<file path="src/rtl/tme_ram.sv">
`timescale 1ns / 1ps
`default_nettype none

module tme_ram #(
  parameter int WIDTH = 8,
  parameter int DEPTH = 256
) (
  input  wire logic                     clk,
  input  wire logic                     we,
  input  wire logic [$clog2(DEPTH)-1:0] waddr,
  input  wire logic [WIDTH-1:0]         wdata,
  input  wire logic [$clog2(DEPTH)-1:0] raddr,
  output logic      [WIDTH-1:0]         rdata
);

  logic [WIDTH-1:0] mem [DEPTH];

  always_ff @(posedge clk) begin
    if (we) begin
      mem[waddr] <= wdata;
    end
    rdata <= mem[raddr];
  end

endmodule

`default_nettype wire

</file>
<file path="config.mk">
export PLATFORM = sky130hd
export DESIGN_NAME = tme_ram
export DESIGN_NICKNAME = d
export VERILOG_FILES = /design/src/rtl/tme_ram.sv
export SDC_FILE = /design/constraint.sdc
export NUM_CORES = 2
export LEC_CHECK = 0
export BUFFER_PORTS_ARGS = -buffer_cell sky130_fd_sc_hd__buf_4
export CAP_MARGIN = 10
export CORE_ASPECT_RATIO = 1.4
export CORE_MARGIN = 10
export CORE_UTILIZATION = 45
export DETAILED_ROUTE_END_ITERATION = 16
export HOLD_SLACK_MARGIN = 0.05
export SLEW_MARGIN = 25
export SYNTH_ARGS = -nofsm -noshare
export SYNTH_HDL_FRONTEND = slang
export SYNTH_SLANG_ARGS = --single-unit
</file>
<file path="constraint.sdc">
create_clock -name clk -period 3.44 [get_ports clk]
set_clock_uncertainty 0.2 [all_clocks]
set_input_delay 0.688 -clock clk [delete_from_list [all_inputs] [get_ports clk]]
set_output_delay 0.688 -clock clk [all_outputs]
set_load 0.01 [all_outputs]
</file>
# After elaboration in Yosys (flattened, before gate mapping)
# Memory sizes are Yosys's and may differ from the RTL's. A register that Yosys moved wholly into a read port is not among the register bits.
# Cells that the tools add are included.
# W data, S select, Z words.
# op_classes
mux	2
# ops
operator	n
$mux W1	2
# word_totals
regBits	0
ramBits	2048
in_bits	26
out_inout_bits	8
elab_cells	3
memories	1
# mem_list
name	words	word_bits	read_ports	rd_clocked_by_memory_dff	wr	line	rtl
mem	256	8	1	1	1	16	logic [WIDTH-1:0] mem [DEPTH];

# Longest topological paths before layout
# logic_depth
depth_word	2
mapped_depth	11
mapped_depth_nobuf	6

# Worst setup path before layout
# OpenSTA, ideal clock, no wires.
# synth_path
path_kind	input to register
startpoint	input raddr[0]
endpoint	register rdata[2], read port of mem
setup_ns	0.131
arrival_time_ns	2.495
t_required_ns	3.109
path_slack_ns	0.614
stages	9
n_path_buf	4
cell_sequence	buf_6 > buf_12 > buf_8 > buf_2 > mux4_2 > a22oi_1 > a21oi_1 > nor4_1 > nor4_2
# synth_lines
element	line	rtl
start: declaration	12	input wire logic [$clog2(DEPTH)-1:0] raddr,
end: declaration	13	output logic [WIDTH-1:0] rdata

==> flow_metrics.tcl <==
set metrics [dict create \
    multi_input_area_mm2 0.0165 \
    post_route_cells_drive_above_1_share_pct 31.0 \
    p_leak_uw 0.0298 \
    startpoint_type "input port" \
    final_hold_viol_count 0 \
    critPathBufInv 6 \
    dieArea_mm2 0.194 \
    fin_crit_sh_pct 94.6 \
    htreeDepth 4 \
    whs_path_depth 1 \
    die_h_um 518 \
    seqCellArea_mm2 0.0617 \
    crit_family "buffers and inverters" \
    p_clk_share_pct 40.0 \
    setup_viol 0 \
    placed_cells 6460 \
    slowest_delay_ns 0.87 \
    slew_viol_final 0 \
    grt_pass1_wl_um 302000 \
    power_frac_comb_pct 5.7 \
    max_freq_mhz 307 \
    powerDensity_mw_per_mm2 547 \
    fin_setup_tns_ns 0 \
    async_flop_share_pct 0 \
    grt-ovfl-total 0 \
    fp-row-count 182 \
    crit_slowest_cell "nor4_1" \
    fp.dieW_um 375 \
    ys_warn_count 0 \
    cp-end-kind "flop" \
    synth_nets 3759 \
    dpl.hpwl_um 139000 \
    crit_arrival_ns 3.77 \
    p_int_uw 40100 \
    first_pass_iters 5 \
    routed_wl_um 208000 \
    power.net_switching_uw 10700 \
    drt.antenna.violating_nets 0 \
    synth_top_area_share_pct 77.3 \
    ys_ff_latch 2056 \
    pin_count 34 \
    via_per_inst 5.93 \
    netlist_top_cells_area "edfxtp_1 77%, mux4_2 13%, mux2i_1 1.7%, nor2_1 1.3%, a22oi_1 1.3%" \
    p_seq_share_pct 54.4 \
    drt-initial-drc-count 4231 \
    tritoncts "yes" \
    synth_edf_count 2048 \
    layout_commonest_cell "edfxtp_1" \
    place.gp.congestion 0.856 \
    crit_top_cell "buf_12" \
    yosysSeqAreaShare_pct 77.5 \
    vias 40320 \
    antenna_found_initial 12 \
    grt_start_max_net_pins 92 \
    portBuffers 33 \
    mostFrequentLayoutCells "2,048 x edfxtp_1, 575 x buf_4, 454 x mux4_2" \
    cts_setup_buffers 0 \
    n_fill_cell 13617 \
    clk_path_buf_depth 3 \
    nets 4374 \
    worstSkewPairLatency_ns 0.83 \
    fin_crit_ns 3.26 \
    tightest_slew_ns 0.935 \
    vdd_drop_max_uv 468 \
    cap_violations 0 \
    switching_share_pct 21.1 \
    synthesis.area_mm2 0.0796 \
    cts_sinks 2056 \
    grt_usage_pct 21.3 \
    drc 0 \
    relSlewSlack_pct 37.1 \
    syn_avg_cell_area_um2 21.3 \
    root_buffer "clkbuf_16" \
    clk_pin_slew_ns 0.06 \
    path_depth 11 \
    cp.required_ns 3.95 \
    syn_inst 3733 \
    criticalPathCategory "input port to flop" \
    wl_per_cell_um 30.6 \
    r2r_cells 6 \
    crit_fanout 23 \
    hp-class "input port to flop" \
    outcome "completed" \
    synth-main-ff-cell "edfxtp_1" \
    cts_buffers 185 \
    ys_types 55 \
    initial_core_util_pct 45.3 \
    rsz0062_at_grt "no" \
    areaGrowthSynthToFinish_pct 16.9 \
    grt_pass1_vias 41648 \
    path_cells "buf_8, buf_12, buf_12, buf_12, buf_4, mux4_2, a22oi_1, a31oi_1, nor4_1, buf_4, nor4_1" \
    core_area_mm2 0.176 \
    synth_top_cell_by_area "edfxtp_1" \
    stdcell_count 6796 \
]
[power by group through the flow]
stage	Clock, uW	Sequential [uW]	Combinational, uW
2_1_floorplan	0	28200	1340
3_3_place_gp	0	28200	2900
3_5_place_dp	0	28200	2930
4_1_cts	20700	27700	2930
5_1_grt	21700	27600	3050
6_report	20300	27700	2900
[metrics by stage]
stage          cell area [um2]  total power [uW]  worst slack [ns]  utilization (%)  hold WS (ns)
6_report                 93000             50900             0.184             52.9         0.130
5_1_grt                  93000             52400             0.210             52.9         0.107
4_1_cts                  93000             51300             0.333             52.9        0.0897
3_5_place_dp             87000             31100            -0.534             49.5         0.670
3_3_place_gp             87000             31100            -0.564             49.5         0.693
2_1_floorplan            79600             29500             0.614                -         0.570
[worst register-to-register path: stages (launching register included)]
cell      delay (ns)
edfxtp_1        0.36
mux4_2          0.51
mux4_2          0.51
nor2b_1         0.17
nor4_2          0.72
buf_4           0.27
nor4_2          0.05
[layout make-up]
type	count	share of cell area (%)
Multi-Input combinational cell	1442	17.8
Clock buffer	237	5.38
Tap cell	2300	3.10
Sequential cell	2056	66.3
Timing Repair Buffer	661	6.43
Clock inverter	97	0.972
Inverter	2	0.00808
Antenna cell	1	0.00269
[cell usage after synthesis (3+ instances only)]
master    instances
a211oi_1         16
a21oi_1          96
a221oi_1         13
a22o_1            8
a22oi_1         133
and2_1            6
buf_1            22
buf_12            8
buf_2            31
buf_4            27
buf_6            21
buf_8            13
clkbuf_1        111
dfxtp_1           8
edfxtp_1       2048
mux2i_1         134
mux4_2          454
nand2_1          33
nand2b_1          8
nand3_1          34
nand4_1          10
nor2_1          282
nor2b_1          31
nor3_1           22
nor4_1           24
nor4_2            3
o211ai_1         10
o21ai_0          10
o221ai_1         46
o22a_1            5
o22ai_1          28
o32ai_1           4
or2_2             4
[state kept, by name (all words and copies together), names as in the netlist]
name   flops
rdata      8
mem     2048
[final timing paths]
| kind | startpoint | end | slack, ns |
|---|---|---|---|
| min | wdata[1] | mem[147][1] | 0.13 |
| min reg2reg | mem[40][3] | rdata[3] | 0.71 |
| max reg2reg | mem[64][2] | rdata[2] | 0.54 |
| max | raddr[0] | rdata[3] | 0.18 |
[cell families (layout without fill, tap and decap cells)]
group / count (synthesis) / in the layout / synth area share [%]
DFF: 2056 / 2056 / 77.5
muxes: 591 / 591 / 14.6
and+or+nand+nor: 466 / 466 / 2.63
AOI/OAI and AO/OA: 385 / 385 / 3.42
buffers and inverters: 235 / 997 / 1.83
other: 0 / 1 / 0
[what timing repair did]
action | 4_1_cts | 5_1_grt
endpoints found under the hold margin | 10 | 0
gates resized for setup | 0 | 0
hold buffers | 1 | 0
[routing by layer]
| layer | GRT usage (%) | wire length (um) | up-vias |
|---|---|---|---|
| li1 | - | - | 16900 |
| met1 | 26.9 | 78800 | 21542 |
| met2 | 36.4 | 107000 | 1488 |
| met3 | 3.54 | 13100 | 376 |
| met4 | 8.94 | 9490 | 14 |
| met5 | 0 | 77 | - |
No activity file was read; power rests on OpenSTA's default activity.
