===== src/rtl/tme_pkg.sv =====
`timescale 1ns / 1ps
`default_nettype none

package tme_pkg;

  localparam int CELL_W         = 8;
  localparam int VAL_W          = 15;
  localparam int ACT_W          = 4;
  localparam int TAPE_CELLS_DEF = 32768;

  typedef enum logic [ACT_W-1:0] {
    ACT_RIGHT      = 4'd0,
    ACT_LEFT       = 4'd1,
    ACT_HOME       = 4'd2,
    ACT_READ       = 4'd3,
    ACT_WRITE      = 4'd4,
    ACT_COPYLEFT   = 4'd5,
    ACT_CLEAR      = 4'd6,
    ACT_SAVE       = 4'd7,
    ACT_LOAD       = 4'd8,
    ACT_MUL        = 4'd9,
    ACT_DIV        = 4'd10,
    ACT_INC        = 4'd11,
    ACT_DEC        = 4'd12,
    ACT_TEST       = 4'd13,
    ACT_PRINTVAR   = 4'd14,
    ACT_VARFROMPTR = 4'd15
  } action_t;

  typedef enum logic [2:0] {
    S_CLEAR,
    S_IDLE,
    S_LEFT,
    S_CUR,
    S_DIV,
    S_MOVE,
    S_DONE
  } state_t;

endpackage

`default_nettype wire


===== src/rtl/tme_div.sv =====
`timescale 1ns / 1ps
`default_nettype none

// Restoring divider, one quotient bit per cycle.
module tme_div (
  input  wire logic                      clk,
  input  wire logic                      rst,
  input  wire logic                      start,
  input  wire logic [tme_pkg::CELL_W-1:0] dividend,
  input  wire logic [tme_pkg::CELL_W-1:0] divisor,
  output logic                           done,
  output logic      [tme_pkg::CELL_W-1:0] quotient
);

  import tme_pkg::*;

  localparam int CW = $clog2(CELL_W);

  logic              busy;
  logic [CW-1:0]     cnt;
  logic [CELL_W-1:0] quo;
  logic [CELL_W-1:0] rem;
  logic [CELL_W-1:0] dvs;
  logic [CELL_W:0]   shifted;
  logic [CELL_W:0]   trial;

  assign shifted  = {rem, quo[CELL_W-1]};
  assign trial    = shifted - {1'b0, dvs};
  assign quotient = quo;

  always_ff @(posedge clk) begin
    if (rst) begin
      busy <= 1'b0;
      done <= 1'b0;
      cnt  <= '0;
    end else begin
      done <= !start && busy && (cnt == CW'(CELL_W - 1));
      if (start) begin
        busy <= 1'b1;
        cnt  <= '0;
      end else if (busy) begin
        cnt <= cnt + 1'b1;
        if (cnt == CW'(CELL_W - 1)) begin
          busy <= 1'b0;
        end
      end
    end
  end

  // datapath
  always_ff @(posedge clk) begin
    if (start) begin
      quo <= dividend;
      rem <= '0;
      dvs <= divisor;
    end else if (busy) begin
      if (!trial[CELL_W]) begin
        rem <= trial[CELL_W-1:0];
        quo <= {quo[CELL_W-2:0], 1'b1};
      end else begin
        rem <= shifted[CELL_W-1:0];
        quo <= {quo[CELL_W-2:0], 1'b0};
      end
    end
  end

endmodule

`default_nettype wire


===== config.mk =====
export PLATFORM = sky130hd
export DESIGN_NAME = tme_div
export DESIGN_NICKNAME = d
export VERILOG_FILES = /design/src/rtl/tme_pkg.sv /design/src/rtl/tme_div.sv
export SDC_FILE = /design/constraint.sdc
export NUM_CORES = 1
export LEC_CHECK = 0
export CORE_MARGIN = 2
export CORE_UTILIZATION = 50
export DETAILED_ROUTE_END_ITERATION = 8
export DONT_BUFFER_PORTS = 1
export PLACE_DENSITY_LB_ADDON = 0.3
export SLEW_MARGIN = 20
export SYNTH_ARGS = -nofsm -noshare
export SYNTH_HDL_FRONTEND = slang
export SYNTH_SLANG_ARGS = --single-unit

===== constraint.sdc =====
create_clock -name clk -period 2.6 [get_ports clk]
set_input_delay 0.52 -clock clk [delete_from_list [all_inputs] [get_ports clk]]
set_output_delay 0.52 -clock clk [all_outputs]
set_load 0.005 [all_outputs]

Yosys cells after proc, flatten, opt, wreduce, memory -nomap -nowiden
Index checks and enable logic that the tools add are counted.
{ "classes": {"n_addsub": 2, "multipliers": 0, "div_mod_pow": 0, "n_lt_le_gt_ge": 0, "eq_ne": 1, "shift": 0, "mux": 7, "n_bitwise": 0, "n_reduce_logical": 5} }
{ "ops": {"columns": ["operator", "count"], "rows": [
  ["2-to-1 mux 8 bit", 3],
  ["subtractor 9 x 8 -> 9 bit", 1],
  ["2-to-1 mux 1 bit", 4],
  ["adder 3 x 1 -> 3 bit (second input constant)", 1],
  ["== test 3 bit (second input constant)", 1],
  ["logical AND 1 bit", 2],
  ["nonzero test 2 bit", 1],
  ["OR reduction 2 bit", 1],
  ["zero test 1 bit", 1]
]} }
{ "word_totals": {"reg_bits": 29, "latch_bits": 0, "ramBits": 0, "romBits": 0, "out_inout_bits": 9, "wordCells": 21, "mem_count": 0} }

Logic depth before layout (Yosys ltp)
{ "depth": {"word_depth": 4, "mapped_depth": 9} }

Worst setup path after synthesis
OpenSTA, ideal clock, no wires.
{ "synth_timing": {"kind": "reg-to-reg", "startpoint": "reg quo[7] (netlist: quotient[7])", "endpoint": "reg rem[0]", "setup_ns": 0.086, "arrival_ns": 2.342, "required_ns": 2.514, "setup_slack_ns": 0.172, "stages_incl_launch_ff": 10, "period_less_slack_ns": 2.428, "cell_sequence": "edfxtp_1 -> inv_1 -> ha_1 -> fa_1 -> nand2b_1 -> a211oi_2 -> mux2i_1 -> nor2_4 -> mux2_1 -> a211oi_1"} }
{ "synth_between": {"elab_chain_len": 2} }
{ "synth_rtl": {"columns": ["element", "line_no", "rtl"], "rows": [
  ["start, declared", "tme_div.sv:21", "logic [CELL_W-1:0] quo;"],
  ["start signal, assigned", "tme_div.sv:53", "quo <= dividend;"],
  ["start signal, assigned", "tme_div.sv:59", "quo <= {quo[CELL_W-2:0], 1'b1};"],
  ["start signal, assigned", "tme_div.sv:62", "quo <= {quo[CELL_W-2:0], 1'b0};"],
  ["subtractor 9 x 8 -> 9 bit", "tme_div.sv:28", "assign trial = shifted - {1'b0, dvs};"],
  ["2-to-1 mux 8 bit *", "tme_div.sv:57", "if (!trial[CELL_W]) begin"],
  ["end signal, assigned", "tme_div.sv:58", "rem <= trial[CELL_W-1:0];"],
  ["end signal, assigned", "tme_div.sv:61", "rem <= shifted[CELL_W-1:0];"],
  ["end, declared", "tme_div.sv:22", "logic [CELL_W-1:0] rem;"]
]} }
Every way passes the cells marked *; elsewhere a longest branch is shown, timed or not.
A chain may end at the register's enable or synchronous reset.

Worst setup path after layout
Same ends and word-level chain as after synthesis.

==> summary.txt <==
Routing
  • DRT Pass-1 Iters: 4
  • Initial DRC Count: 26
  • Met3 WL: about 150 microns
  • Post-route met1 wirelength: between 1000 and 1500 microns
  • Remaining routing DRC violations: 0
  • Number of vias per cell: 5.79
  • Top sig layer: met4
  • Via count: 1,059
  • Avg WL per Cell: between 10 and 15 microns
  • Routed Wire Length: 2740 microns
  • Met2 WL post-DR: 1350 microns
  • Post-DRT Antenna Nets: 0

Final layout
  • Reg area: approximately 740 sq um
  • Share of cells above drive strength 1: about 15%
  • FILL cells: about 260
  • ANT cells: 0
  • Synth-to-Final Area Change: 7.59%
  • Layout Nets: about 180
  • Post-route insts no fill: about 180
  • Area of the multi-input gates: about 760 sq um

Synth
  • Post-synthesis sequential area ratio: 47.8%
  • Syn Nets: 174
  • Yosys reg bits: 29
  • Synthesized area per cell: about 11 sq um
  • YS warnings: 0
  • Cell count after synthesis: 144
  • Synth unique cells: 32
  • Netlist Area Pre-Place: 0.00155 sq mm

Clock tree
  • Max Root-Sink Buffers: 2
  • CTS tree: done
  • CTS Buf Count: 5
  • Clk_lat worst skew: around 0.32 ns
  • H-Tree Depth: 2
  • Reg clk slew, reported paths: around 0.09 ns
  • Root Buffer: clkbuf_4
  • Hold Buf Count CTS: 0
  • CTS Sinks: 29

Power
  • Pleak: between 0.0006 and 0.0007 uW
  • Power Density: roughly 640 mW/mm^2
  • Peak VDD IR: approximately 0.35 mV

Die
  • Die Wd: between 50 and 60 microns
  • Initial Utilization: 51.6%
  • CORE AREA: around 0.003 sq mm
  • Top Ports: 28
  • Area of the die: approximately 0.0036 sq mm
  • # rows: 20
  • Die Y: 59.7 microns

Setup path
  • Crit end category: flip-flop
  • Setup crit start kind: flip-flop
  • WP data arrival: 2.70 ns
  • CP Max Fanout: 6
  • Class of the most critical setup path: reg2reg
  • Worst EP required: roughly 2.8 ns

STA
  • Clk_skew: a little over 0.009 ns
  • Tmin final: about 2.5 ns
  • Tcrit/Tclk final: around 95%
  • Relative slew slack: 63.2%
  • Hold Vio Cnt, Final: 0
  • Slew @ Worst Pin: about 0.55 ns
  • Setup slack after layout: around 0.14 ns
  • Slew Limit Fails: 0
  • TNS Setup: 0 ns
  • Unrepaired setup endpoints after global routing: false
  • Fmax achieved: 406 MHz
  • Setup violators final: 0

Placed design
  • DP HPWL: roughly 1900 microns
  • Dpl cells: roughly 170
  • I/O Buffers: 0
  • Post-place setup slack: roughly 0.057 ns
  • Gpl congestion: between 0.7 and 0.8

Flow run
  • Max Cap Viol: 0

Global route
  • Grt ovf: 0
  • Largest net degree at the start of global routing: 29
  • GRT Total Usage: 16.9%
  • Initial antenna violation count: 0
  • Number of global-route vias before repair: approximately 1,000
  • First-pass GRT wire length: between 4000 and 5000 microns

Run status
  • Status: finished clean

Hold path
  • HP Class: in2reg
report_power, final:
part / internal [uW] / switching, uW
Combinational: 127 / 130
Clock: 104 / 144
Sequential: 527 / 29.1
synthesized netlist by cell type, drive strengths merged:
cell type | instances | share of area (%)
o21ai | 7 | 2.5
inv | 14 | 3.4
mux2 | 10 | 7.3
nor3 | 6 | 1.9
fa | 1 | 1.3
a21oi | 5 | 1.6
o22ai | 1 | 0.40
nand3 | 2 | 0.65
clkbuf | 4 | 0.97
dfxtp | 13 | 17
o31ai | 1 | 0.48
and2 | 1 | 0.40
a2111oi | 2 | 1.1
nor2b | 2 | 0.81
mux2i | 7 | 4.5
nor2 | 13 | 3.6
xnor2 | 3 | 1.7
o311ai | 1 | 0.57
nand4b | 1 | 0.57
edfxtp | 16 | 31
nand2 | 8 | 1.9
ha | 10 | 8.1
o21a | 2 | 0.97
o221ai | 1 | 0.97
nand2b | 5 | 2.0
a211oi | 6 | 3.2
o32a | 1 | 0.65
o31a | 1 | 0.57
path summary, 6_finish.rpt:
kind / from / endpoint / slack [ns] / depth (start not counted)
setup reg to reg: quotient[7] / rem[0] / 0.14 / 9
setup / recovery: quotient[7] / rem[0] / 0.14 / 9
hold / removal: start / rem[0] / 0.26 / 1
hold reg to reg: rem[1] / rem[1] / 0.50 / 2
cell usage in the layout (no fill, tap or decap), drive strengths merged, types with 2 or more instances in the layout:
| cell | synthesis | layout |
|---|---|---|
| a2111oi | 2 | 2 |
| a211oi | 6 | 6 |
| a21oi | 5 | 5 |
| buf | 0 | 2 |
| clkbuf | 4 | 7 |
| dfxtp | 13 | 13 |
| edfxtp | 16 | 16 |
| ha | 10 | 10 |
| inv | 14 | 14 |
| mux2 | 10 | 10 |
| mux2i | 7 | 7 |
| nand2 | 8 | 8 |
| nand2b | 5 | 5 |
| nand3 | 2 | 2 |
| nor2 | 13 | 13 |
| nor2b | 2 | 2 |
| nor3 | 6 | 6 |
| o21a | 2 | 2 |
| o21ai | 7 | 7 |
| xnor2 | 3 | 3 |
timing repair:
action                                  4_1_cts  5_1_grt
setup buffers                                 0        1
resized for setup                             0        4
endpoints found under the setup margin        0        4
sequential cells by signal, indices dropped and copies added, names as in the netlist:
register  cells
busy          1
cnt           3
done          1
dvs           8
quotient      8
rem           8
layer usage:
layer	vias up	GRT usage, %
li1	533	-
met1	494	20.2
met4	0	7.62
met3	5	6.28
met2	27	27.0
met5	-	0
through the flow:
stage | hold WS, ns | power [uW] | cell area, sq um | utilization, %
2_1_floorplan | 0.453 | 750 | 1550 | -
3_3_place_gp | 0.477 | 785 | 1580 | 52.8
3_5_place_dp | 0.493 | 792 | 1580 | 52.8
4_1_cts | 0.244 | 1040 | 1630 | 54.4
5_1_grt | 0.232 | 1120 | 1670 | 55.5
6_report | 0.260 | 1060 | 1670 | 55.5
worst max-delay path: stages (launching register included):
cell and delay, ns:
edfxtp_1 0.35, inv_1 0.05, ha_1 0.22, fa_2 0.36, nand2b_4 0.17, a211oi_2 0.26
mux2i_2 0.32, nor2_4 0.10, mux2_1 0.32, a211oi_1 0.22
final cells by class:
cell class	instances	area share, %
clock buffers	7	2.70
repair buffers	2	1.65
flip-flops and latches	29	44.4
multi-input cells	97	45.4
inverters	14	3.15
clock inverters	1	0.225
well taps	33	2.48
kinds of logic after synthesis:
kind of cell	after synthesis	synth area share, %
AND/OR/NAND/NOR	38	11.9
flip-flops	29	47.8
AO/OA/AOI/OAI	28	13.1
buffers and inverters	18	4.36
multiplexers	17	11.8
adder cells (fa/ha/maj)	11	9.36
XOR/XNOR	3	1.70
Note: power is estimated with default switching activity, not from simulation.
